$ cat src/design/assert_macros.svh
// Assertion macros shared by the mixer RTL files.
`ifndef ASSERT_MACROS_SVH
`define ASSERT_MACROS_SVH

// Same-cycle implication, sampled on clk, off while rst_n is low.
`define SVM_ASSERT_IMP(label, ante, cons, msg) \
  label: assert property (@(posedge clk) disable iff (!rst_n) (ante) |-> (cons)) \
    else $error(msg);

// Next-cycle implication, sampled on clk, off while rst_n is low.
`define SVM_ASSERT_NXT(label, ante, cons, msg) \
  label: assert property (@(posedge clk) disable iff (!rst_n) (ante) |=> (cons)) \
    else $error(msg);

`endif

$ cat src/design/svm_pkg.sv
// Shared constants, function codes and control/status types of the voice mixer.
`default_nettype none

package svm_pkg;

  localparam int VOICES_DEF       = 16;
  localparam int SAMPLE_DEPTH_DEF = 65536;

  localparam int FUNC_W     = 3;
  localparam int ADDR_W     = 16;
  localparam int POS_W      = 17;
  localparam int SOUND_W    = 6;
  localparam int VSEL_W     = 4;
  localparam int SAMPLE_W   = 16;
  localparam int IN_TDATA_W  = 80;
  localparam int OUT_TDATA_W = 40;

  localparam logic [FUNC_W-1:0] FN_LOAD       = 3'd0;
  localparam logic [FUNC_W-1:0] FN_PLAY       = 3'd1;
  localparam logic [FUNC_W-1:0] FN_STOP_SOUND = 3'd2;
  localparam logic [FUNC_W-1:0] FN_STOP_VOICE = 3'd3;
  localparam logic [FUNC_W-1:0] FN_STOP_ALL   = 3'd4;
  localparam logic [FUNC_W-1:0] FN_MIX        = 3'd5;

  typedef struct packed {
    logic capture;   // latch the input beat
    logic exec;      // perform load or stop action
    logic play_wr;   // claim a voice for play
    logic mix_step;  // process the addressed voice of a mix
    logic emit;      // load the result register
  } cmd_t;

  typedef struct packed {
    logic [FUNC_W-1:0] in_func;    // func of the beat on the input
    logic              cur_active; // addressed voice is playing
    logic              out_free;   // result register can take a beat
  } status_t;

endpackage

`default_nettype wire

$ cat src/design/svm_ctrl.sv
// Sequencer of the voice mixer: item dispatch, voice scan and result hand-off.
`default_nettype none

`include "assert_macros.svh"

module svm_ctrl #(
  parameter int VOICES = svm_pkg::VOICES_DEF,
  localparam int VW = (VOICES > 1) ? $clog2(VOICES) : 1
) (
  input  wire logic            clk,
  input  wire logic            rst_n,
  input  wire logic            in_tvalid,
  output logic                 in_tready,
  input  svm_pkg::status_t     status,
  output svm_pkg::cmd_t        cmd,
  output logic [VW-1:0]        voice_idx
);
  import svm_pkg::*;

  localparam logic [VW-1:0] LAST_IDX = VW'(VOICES - 1);

  typedef enum logic [2:0] {
    ST_IDLE,
    ST_EXEC,
    ST_SCAN,
    ST_MIX,
    ST_DRAIN,
    ST_RESULT
  } state_t;

  state_t        state_r, state_nxt;
  logic [VW-1:0] idx_r, idx_nxt;
  logic          in_tready_r, in_tready_nxt;

  always_comb begin
    state_nxt    = state_r;
    idx_nxt      = idx_r;
    cmd          = '0;
    cmd.capture  = (state_r == ST_IDLE) && in_tvalid && in_tready_r;
    cmd.exec     = (state_r == ST_EXEC);
    cmd.play_wr  = (state_r == ST_SCAN) && (!status.cur_active || idx_r == LAST_IDX);
    cmd.mix_step = (state_r == ST_MIX);
    cmd.emit     = (state_r == ST_RESULT) && status.out_free;
    case (state_r)
      ST_IDLE: begin
        idx_nxt = '0;
        if (in_tvalid && in_tready_r) begin
          case (status.in_func)
            FN_PLAY: state_nxt = ST_SCAN;
            FN_MIX:  state_nxt = ST_MIX;
            default: state_nxt = ST_EXEC;
          endcase
        end
      end
      ST_EXEC: state_nxt = ST_RESULT;
      ST_SCAN: begin
        if (cmd.play_wr) state_nxt = ST_RESULT;
        else idx_nxt = idx_r + 1'b1;
      end
      ST_MIX: begin
        if (idx_r == LAST_IDX) state_nxt = ST_DRAIN;
        else idx_nxt = idx_r + 1'b1;
      end
      ST_DRAIN: state_nxt = ST_RESULT;
      ST_RESULT: begin
        if (status.out_free) state_nxt = ST_IDLE;
      end
      default: state_nxt = ST_IDLE;
    endcase
    in_tready_nxt = (state_nxt == ST_IDLE);
  end

  always_ff @(posedge clk) begin
    if (!rst_n) begin
      state_r     <= ST_IDLE;
      idx_r       <= '0;
      in_tready_r <= 1'b0;
    end else begin
      state_r     <= state_nxt;
      idx_r       <= idx_nxt;
      in_tready_r <= in_tready_nxt;
    end
  end

  assign in_tready = in_tready_r;
  assign voice_idx = idx_r;

  `SVM_ASSERT_NXT(a_mix_to_drain, state_r == ST_MIX && idx_r == LAST_IDX, state_r == ST_DRAIN, "mix loop did not end after last voice")
  `SVM_ASSERT_NXT(a_emit_to_idle, cmd.emit, state_r == ST_IDLE && in_tready, "not ready after result hand-off")

endmodule

`default_nettype wire

$ cat config.mk
export PLATFORM = sky130hd
export DESIGN_NAME = svm_ctrl
export DESIGN_NICKNAME = d
export VERILOG_FILES = /design/src/design/svm_pkg.sv /design/src/design/svm_ctrl.sv
export VERILOG_INCLUDE_DIRS = /design/src /design/src/design
export SDC_FILE = /design/constraint.sdc
export NUM_CORES = 1
export LEC_CHECK = 0
export ABC_AREA = 1
export BUFFER_PORTS_ARGS = -buffer_cell sky130_fd_sc_hd__buf_2
export CORE_MARGIN = 4
export CORE_UTILIZATION = 25
export DETAILED_ROUTE_END_ITERATION = 10
export SETUP_SLACK_MARGIN = 0.5
export SYNTH_ARGS = -nofsm -noshare
export SYNTH_HDL_FRONTEND = slang
export SYNTH_SLANG_ARGS = --single-unit
$ cat constraint.sdc
create_clock -name clk -period 1.4 [get_ports clk]
set_clock_uncertainty 0.05 [all_clocks]
set_input_delay 0.07 -clock clk [delete_from_list [all_inputs] [get_ports clk]]
set_output_delay 0.07 -clock clk [all_outputs]
set_load 0.1 [all_outputs]
==> out/qor.csv, run 1 <==
stage,metric,value,unit
outcome,run status,finished clean,
sta,Tmin final,1.396,ns
sta,fmax,716.5,MHz
synthesis,post-synth cell types,15,
synthesis,"EDFF count, synth",0,
power,leakage power,0.5577,nW
sta,fin crit share,99.69,%
floorplan,die height,53.47,um
clock_network,clk sink count,8,
critical_path,Worst Setup Start Kind,register,
synthesis,asr flop ratio synth,0,%
clock_network,H-tree Lvls,1,
sta,setup TNS,0,ns
synthesis,"Seq/Total Area, Yosys",30.99,%
synthesis,syn avg cell area,5.806,sq um
power,Max IR drop VDD,1274,uV
routing,drc violations,0,
synthesis,most instantiated cells after synthesis,"nand2_1 (23), nor2_1 (21), inv_1 (14)",
grt,global-route wire length before repair,2808,um
clock_network,"CTS clk-pin slew, worst paths",0.07,ns
routing,Via Count,723,
floorplan,chip width,53.47,um
sta,final hold vios,0,
floorplan,CORE AREA,1962,sq um
synthesis,Mapped Nets,98,
cells_and_area,area delta synth->final,128.1,%
flow_run,max-cap viol count,0,
sta,RSZ-0062 raised after global routing,true,
grt,total track usage,13.42,%
grt,initial antenna violation count,0,
routing,WL/cell,12.50,um
cells_and_area,ratio of cells with drive above 1 in the final layout,61.42,%
clock_network,CTS tree,yes,
power,Power Total,2.394,mW
clock_network,Clock Tree Buf Depth,2,
clock_network,cts bufs inserted,3,
clock_network,Clock Root Buffer,clkbuf_4,
placed_design,HPWL after DPL,1067,um
cells_and_area,Inserted Diodes,0,
synthesis,Synth top area share,30.99,%
critical_path,CP required,1.28,ns
synthesis,Cells after Synth,89,
sta,tightest hold margin,0.009453,ns
critical_path,Setup Crit Path Kind,register to primary output,
routing,drt first-iter violations,16,
floorplan,# rows,16,
critical_path,"critical path fanouts, max",4,
placed_design,port bufs,17,
floorplan,IO Pins,18,
cells_and_area,Layout Nets,137,
floorplan,Initial Utilization,26.34,%
grt,largest net degree at the start of global routing,7,
grt,GR Overflow Total,0,
clock_network,Worst-Skew Late Latency,0.27,ns
critical_path,CP arrival,1.28,ns
critical_path,crit end category,primary output,
routing,DR pass1 iterations,4,
routing,DR vias/cell,4.695,
min_path,Worst Hold Class,input port to register,
sta,Slew @ Worst Pin,0.1785,ns
sta,final setup violation count,0,
placed_design,GP Congestion,0.7840,
floorplan,Die Footprint,2859,sq um
routing,Final ANT Viol Nets,0,
power,power per cell area,2031,nW/um^2
sta,max-slew violation count,0,
synthesis,"area leader, netlist",dfxtp_1,
grt,vias in the first global route,687,
synthesis,most numerous cell in the Yosys netlist,nand2_1,
synthesis,Yosys reg bits,8,
synthesis,dominant synthesized flop cell,dfxtp_1,
routing,WL final,1925,um
synthesis,YS warnings,0,
synthesis,synthesized area,516.7,sq um
synthesis,Synth area leaders,"dfxtp_1 (31%), nand2_1 (17%), nor2_1 (15%), inv_1 (10%), nand3_1 (8.7%)",
sta,Slew Limit Headroom,88.05,%
## cells in the final DEF, fill, tap and decap left out
master / n
clkbuf_4: 3
inv_12: 1
dfxtp_4: 8
clkinvlp_4: 1
buf_16: 1
buf_4: 11
buf_2: 7
nor2_2: 5
or2_2: 1
buf_12: 9
nand2_8: 2
ha_4: 1
nand2_4: 5
nand2_1: 16
nor2_4: 5
inv_4: 2
nor2_1: 12
o211ai_1: 1
buf_6: 6
a21oi_1: 2
a21oi_2: 2
nand3_4: 2
clkbuf_1: 1
nand2_2: 2
nand3_2: 1
nand3_1: 7
inv_1: 9
nand4_1: 1
inv_2: 3
## area by class of cell
cell class / count / area (sq um)
tap: 27 / 33.78
inverter: 16 / 81.33
multi-input combinational: 65 / 454.2
clock buffer: 4 / 26.28
sequential: 8 / 190.2
timing repair buffer: 34 / 392.9
fill: 171 / 783.3
## state kept, by name, indices dropped and copies added, names as in the netlist
| signal | count |
|---|---|
| state_r | 3 |
| in_tready | 1 |
| voice_idx | 4 |
## per-stage QoR
step                      instances  util, %  instance area [sq um]  worst slack (ns)
after floorplan                  89        -                  625.6           -0.1880
after global placement          133    41.77                  819.5            0.1165
after detailed placement        133    41.77                  819.5           0.08841
after CTS                       150    54.34                   1066           0.03471
after global routing            154    60.08                   1179          -0.02668
final                           154    60.08                   1179          0.004360
## power by group
part | switching [mW] | internal [mW] | total (mW)
Clock | 0.0922 | 0.110 | 0.202
Sequential | 0.109 | 0.343 | 0.452
Combinational | 1.05 | 0.686 | 1.74
## repair_timing
action / in CTS / in global routing
resized for setup: 33 / 20
pin swaps: 14 / 10
endpoints found under the setup margin: 18 / 18
buffers inserted: 13 / 4
hold buffers: 0 / 0
## logic make-up after synthesis
logic type / count (synthesis) / share of synthesized area [%]
compound gates: 5 / 5.328
fa+ha+maj: 1 / 2.421
buf+inv: 16 / 11.62
flops: 8 / 30.99
simple gates: 59 / 49.64
## final timing paths
path	from	end	slack, ns	cells past startpoint
setup / recovery	voice_idx[0]	cmd[2]	0.004	6
hold / removal	rst_n	voice_idx[3]	0.009	3
hold reg to reg	voice_idx[1]	voice_idx[1]	0.59	3
setup reg to reg	voice_idx[0]	voice_idx[1]	0.06	9
## routing by layer
metal  share of wire (%)  up-vias  GRT usage [%]  wire [um]
met1                  42      347          14.36        803
met4                 2.2        0          7.234         43
met5                   0        -              0          0
met3                 2.0        5          1.127         38
li1                    -      352              -          -
met2                  54       19          25.31       1039
## worst max-delay path, cell delays in order, from the launching register on
cell and delay, ns:
dfxtp_4 0.36, ha_4 0.15, nand3_4 0.09, nand2_4 0.10
nand2_8 0.08, inv_12 0.07, buf_16 0.16
No activity file was read; power rests on OpenSTA's default activity.
==> run 2: changes to the inputs <==
--- a/config.mk
+++ b/config.mk
@@ -6,7 +6,6 @@
 export SDC_FILE = /design/constraint.sdc
 export NUM_CORES = 1
 export LEC_CHECK = 0
-export ABC_AREA = 1
 export BUFFER_PORTS_ARGS = -buffer_cell sky130_fd_sc_hd__buf_2
 export CORE_MARGIN = 4
 export CORE_UTILIZATION = 25
==> constraint.sdc (replaced) <==
create_clock -name clk -period 1.6 [get_ports clk]
set_clock_uncertainty 0.05 [all_clocks]
set_input_delay 0.08 -clock clk [delete_from_list [all_inputs] [get_ports clk]]
set_output_delay 0.08 -clock clk [all_outputs]
set_load 0.1 [all_outputs]
==> out/qor.csv, run 2 <==
stage,metric,value,unit
outcome,run status,finished clean,
synthesis,"Seq/Total Area, Yosys",31.14,%
synthesis,syn avg cell area,8.163,sq um
clock_network,Clock Root Buffer,clkbuf_4,
floorplan,chip width,53.36,um
sta,setup TNS,0,ns
cells_and_area,"Core Util, Final",52.10,%
synthesis,"EDFF count, synth",0,
cells_and_area,Layout Nets,105,
sta,fmax,690.1,MHz
synthesis,synthesized area,514.2,sq um
synthesis,Synth area leaders,"dfxtp_1 (31%), o211ai_1 (5.8%), a31oi_1 (4.9%), nand3_1 (3.9%), o21ai_0 (3.9%)",
critical_path,"critical path fanouts, max",2,
floorplan,# rows,16,
placed_design,GP Congestion,0.7748,
grt,GR Overflow Total,0,
sta,fin crit share,90.57,%
power,Max IR drop VDD,885.1,uV
clock_network,clk sink count,8,
grt,initial antenna violation count,0,
cells_and_area,"commonest non-fill, non-tap cells in the layout","buf_4 (11), dfxtp_4 (8), buf_2 (8), buf_12 (7), buf_6 (5)",
placed_design,port bufs,17,
grt,global-route wire length before repair,2842,um
routing,Via Count,630,
floorplan,Initial Utilization,26.21,%
cells_and_area,ratio of cells with drive above 1 in the final layout,64.21,%
cells_and_area,Fillers,204,
floorplan,Die Footprint,2847,sq um
cells_and_area,"commonest non-fill, non-tap cell in the layout",buf_4,
floorplan,die height,53.36,um
power,power per cell area,1392,nW/um^2
synthesis,"area leader, netlist",dfxtp_1,
sta,final setup violation count,0,
routing,drt first-iter violations,11,
critical_path,Worst Setup Start Kind,register,
sta,Tmin final,1.449,ns
cells_and_area,Inserted Diodes,0,
flow_run,max-cap viol count,0,
clock_network,cts bufs inserted,3,
sta,Slew Limit Headroom,68.10,%
synthesis,Mapped Nets,72,
grt,largest net degree at the start of global routing,9,
sta,max-slew violation count,0,
synthesis,post-synth cell types,32,
floorplan,CORE AREA,1962,sq um
synthesis,asr flop ratio synth,0,%
clock_network,H-tree Lvls,1,
routing,DR pass1 iterations,4,
synthesis,most numerous cell in the Yosys netlist,dfxtp_1,
cells_and_area,multi-input logic area,431.7,sq um
clock_network,Clock Tree Buf Depth,2,
critical_path,Setup Crit Path Kind,register to primary output,
floorplan,IO Pins,18,
placed_design,HPWL after DPL,1029,um
critical_path,CP required,1.47,ns
cells_and_area,Largest register FFs,4,
power,leakage power,0.3749,nW
clock_network,cts hold-fix bufs,0,
min_path,Worst Hold Class,input port to register,
grt,total track usage,14.14,%
sta,RSZ-0062 raised after global routing,true,
synthesis,Synth top area share,31.14,%
synthesis,YS warnings,0,
grt,vias in the first global route,652,
clock_network,Worst-Skew Late Latency,0.28,ns
routing,Final ANT Viol Nets,0,
routing,drc violations,0,
clock_network,CTS tree,yes,
critical_path,Register-to-Register Setup Slack,0.17,ns
routing,WL/cell,13.65,um
cells_and_area,area delta synth->final,98.78,%
sta,final hold vios,0,
clock_network,"CTS clk-pin slew, worst paths",0.07,ns
cells_and_area,Seq. cell area,190.2,sq um
routing,DR vias/cell,5.164,
sta,Slew @ Worst Pin,0.4819,ns
critical_path,CP arrival,1.32,ns
critical_path,crit end category,primary output,
routing,WL final,1665,um
synthesis,dominant synthesized flop cell,dfxtp_1,
synthesis,Yosys reg bits,8,
synthesis,Cells after Synth,63,
## run 2: cell types whose count changed after synthesis, moves of 3 or more
cell | before | now
a21oi_1 | 4 | 1
inv_1 | 14 | 4
nor2_1 | 21 | 3
a31oi_1 | 0 | 4
nand2_1 | 23 | 1
nand3_1 | 9 | 4
o21ai_0 | 0 | 4
o211ai_1 | 1 | 4
## run 2: metal layers
layer  track usage (%)  wire (um)
met1             15.94        685
met2             22.45        854
met5                 0          0
met3             3.099         68
met4             11.49         57
## run 2: what timing repair did
item	CTS	global route
buffers inserted	12	2
gates resized for setup	23	6
setup endpoints to repair	18	17
pin swaps	11	7
## run 2: path summary, 6_finish.rpt
kind,startpoint,to,cells after the start
hold / removal,in_tvalid,state_r[1],3
setup / recovery,voice_idx[0],cmd[2],4
setup reg to reg,voice_idx[0],state_r[1],5
hold reg to reg,in_tready,state_r[1],2
## run 2: cell type report
type / instances / share of cell area, %
inverters: 4 / 2.081
clock buffers: 4 / 2.570
well taps: 27 / 3.305
flip-flops and latches: 8 / 18.60
repair buffers: 31 / 31.21
multi-input cells: 48 / 42.23
## run 2: power breakdown
group,internal [mW],leakage (nW),switching [mW]
combinational,0.379,0.289,0.527
sequential,0.257,0.0711,0.0790
clock,0.0963,0.0150,0.0845
## run 2: kinds of logic after synthesis
family | count (synthesis) | share of synthesized area, %
compound gates | 22 | 28.71
buf+inv | 7 | 7.055
flops | 8 | 31.14
fa+ha+maj | 1 | 2.433
simple gates | 25 | 30.66
## run 2: per-stage QoR
step           cells  instance area, sq um  hold WS [ns]  worst slack [ns]  power [mW]
2_1_floorplan     63                 646.9        0.1801           -0.3056      0.8972
3_3_place_gp     104                 792.0        0.3501            0.2378      0.9745
3_5_place_dp     104                 792.0        0.3456            0.2553      0.9797
4_1_cts          120                 980.9       0.05757            0.1115       1.387
5_1_grt          122                  1022       0.06535            0.1100       1.498
6_report         122                  1022       0.05168            0.1509       1.423
## run 2: critical path, cell delays in order, from the launching register on
cell,delay [ns]
dfxtp_4,0.36
ha_4,0.15
nand3_4,0.07
a211oi_4,0.25
buf_12,0.21
==> run 3: changes to the inputs <==
--- a/config.mk
+++ b/config.mk
@@ -6,6 +6,7 @@
 export SDC_FILE = /design/constraint.sdc
 export NUM_CORES = 1
 export LEC_CHECK = 0
+export ABC_AREA = 1
 export BUFFER_PORTS_ARGS = -buffer_cell sky130_fd_sc_hd__buf_2
 export CORE_MARGIN = 4
 export CORE_UTILIZATION = 25
==> out/qor.csv, run 3 (synthesized netlist as in run 1, its figures left out) <==
stage,metric,value,unit
outcome,run status,finished clean,
cells_and_area,Inserted Diodes,0,
sta,Tmin final,1.361,ns
sta,final hold vios,0,
sta,max-slew violation count,0,
power,power per cell area,1800,nW/um^2
routing,DR vias/cell,4.683,
clock_network,"CTS clk-pin slew, worst paths",0.06,ns
grt,global-route wire length before repair,2539,um
grt,total track usage,12.25,%
critical_path,"critical path fanouts, max",3,
routing,Via Count,679,
clock_network,cts bufs inserted,3,
clock_network,Clock Tree Buf Depth,2,
critical_path,crit end category,primary output,
clock_network,clk sink count,8,
cells_and_area,ratio of cells with drive above 1 in the final layout,57.63,%
routing,drt first-iter violations,10,
power,Clk pwr share,8.9,%
critical_path,Setup Crit Path Kind,register to primary output,
cells_and_area,"commonest non-fill, non-tap cells in the layout","nand2_1 (18), nor2_1 (12), buf_4 (10), inv_1 (9), dfxtp_4 (8)",
floorplan,Die Footprint,2859,sq um
power,combinational power share,69.6,%
routing,drc violations,0,
routing,WL/cell,12.23,um
routing,WL final,1774,um
sta,RSZ-0062 raised after global routing,true,
critical_path,worst reg2reg path depth,9,
sta,fmax,734.5,MHz
power,sequential power share,21.5,%
routing,DR pass1 iterations,4,
cells_and_area,area delta synth->final,100.2,%
power,leakage power,0.4875,nW
floorplan,die height,53.47,um
floorplan,chip width,53.47,um
grt,GR Overflow Total,0,
critical_path,CP arrival,1.23,ns
power,Power Total,1.863,mW
cells_and_area,"commonest non-fill, non-tap cell in the layout",nand2_1,
sta,Slew Limit Headroom,81.43,%
grt,initial antenna violation count,0,
min_path,worst hold start,rst_n,
critical_path,R2R Path Start,voice_idx[0],
grt,largest net degree at the start of global routing,8,
floorplan,CORE AREA,1962,sq um
sta,fin crit share,85.09,%
placed_design,HPWL after DPL,1058,um
routing,Final ANT Viol Nets,0,
sta,Slew @ Worst Pin,0.2809,ns
critical_path,Worst Setup Start Kind,register,
cells_and_area,Largest register FFs,4,
placed_design,GP Congestion,0.7700,
critical_path,CP Capture Point,cmd[2],
power,Int Pwr,0.8358,mW
flow_run,max-cap viol count,0,
min_path,Worst Hold Class,input port to register,
floorplan,IO Pins,18,
floorplan,# rows,16,
cells_and_area,"Core Util, Final",52.74,%
power,sw frac,55.12,%
sta,final setup violation count,0,
placed_design,port bufs,17,
clock_network,Clock Root Buffer,clkbuf_4,
critical_path,Register-to-Register Setup Slack,0.27,ns
clock_network,Worst-Skew Late Latency,0.26,ns
power,Max IR drop VDD,1067,uV
floorplan,Initial Utilization,26.34,%
clock_network,H-tree Lvls,1,
sta,setup TNS,0,ns
critical_path,CP required,1.47,ns
critical_path,reg2reg end,voice_idx[3],
min_path,WHS Path Cells,3,
cells_and_area,Layout Nets,128,
power,Net Switching,1.027,mW
clock_network,cts hold-fix bufs,0,
grt,vias in the first global route,625,
critical_path,Crit. Startpoint,voice_idx[0],
clock_network,CTS tree,yes,
==> run 3: changes by cell type in the layout (fill, tap and decap cells not counted), sizes merged, moves of 4 or more <==
cell / delta
a31oi: -4
inv: +12
nor2: +19
o21ai: -5
nand2: +24
buf: -6
nand3: +6
==> run 3: area by class of cell <==
type                            instances  area [sq um]
Clock buffer                            4         26.28
Fill cell                             189         927.1
Inverter                               16         81.33
Multi-Input combinational cell         65         439.2
Sequential cell                         8         190.2
Tap cell                               27         33.78
Timing Repair Buffer                   25         264.0
==> run 3: metal layers <==
metal | global-route usage, % | vias up | share of wire (%)
met1 | 14.31 | 316 | 42
met5 | 0 | - | 0
met4 | 6.383 | 0 | 2.3
met3 | 2.817 | 6 | 3.5
li1 | - | 330 | -
met2 | 20.41 | 27 | 52
==> run 3: critical path: stages, from the launching register on <==
cell and delay, ns:
dfxtp_4 0.36, ha_4 0.14, nand3_4 0.07, nand2_4 0.10
nand2_8 0.08, inv_12 0.06, buf_16 0.15
==> run 3: worst min-delay path by stage <==
stage	to
global placement	voice_idx[3]
CTS	voice_idx[3]
global route	voice_idx[0]
detailed placement	voice_idx[3]
finish	voice_idx[3]
floorplan	voice_idx[3]
==> run 3: metrics by stage <==
| stage | cell area, sq um | setup WS (ns) | hold slack (ns) | instances |
|---|---|---|---|---|
| 6_report | 1035 | 0.2385 | 0.05010 | 145 |
| 5_1_grt | 1035 | 0.1680 | 0.04233 | 145 |
| 4_1_cts | 947.2 | 0.2539 | 0.02669 | 144 |
| 3_5_place_dp | 752.0 | 0.2967 | 0.3108 | 133 |
| 3_3_place_gp | 752.0 | 0.3101 | 0.3042 | 133 |
| 2_1_floorplan | 618.1 | 0.01201 | 0.1461 | 89 |
==> run 3: power groups by stage <==
| stage | logic [mW] | registers [mW] | clock network (mW) |
|---|---|---|---|
| final | 1.30 | 0.400 | 0.165 |
| after CTS | 1.17 | 0.400 | 0.177 |
| after detailed placement | 0.917 | 0.405 | 0 |
| after floorplan | 0.487 | 0.690 | 0 |
| after global routing | 1.39 | 0.409 | 0.193 |
| after global placement | 0.911 | 0.401 | 0 |
==> run 3: timing repair <==
action / CTS / global route
setup endpoints to repair: 17 / 16
gates cloned: 0 / 0
resized for setup: 32 / 22
pin swaps: 7 / 8
setup buffers: 7 / 1
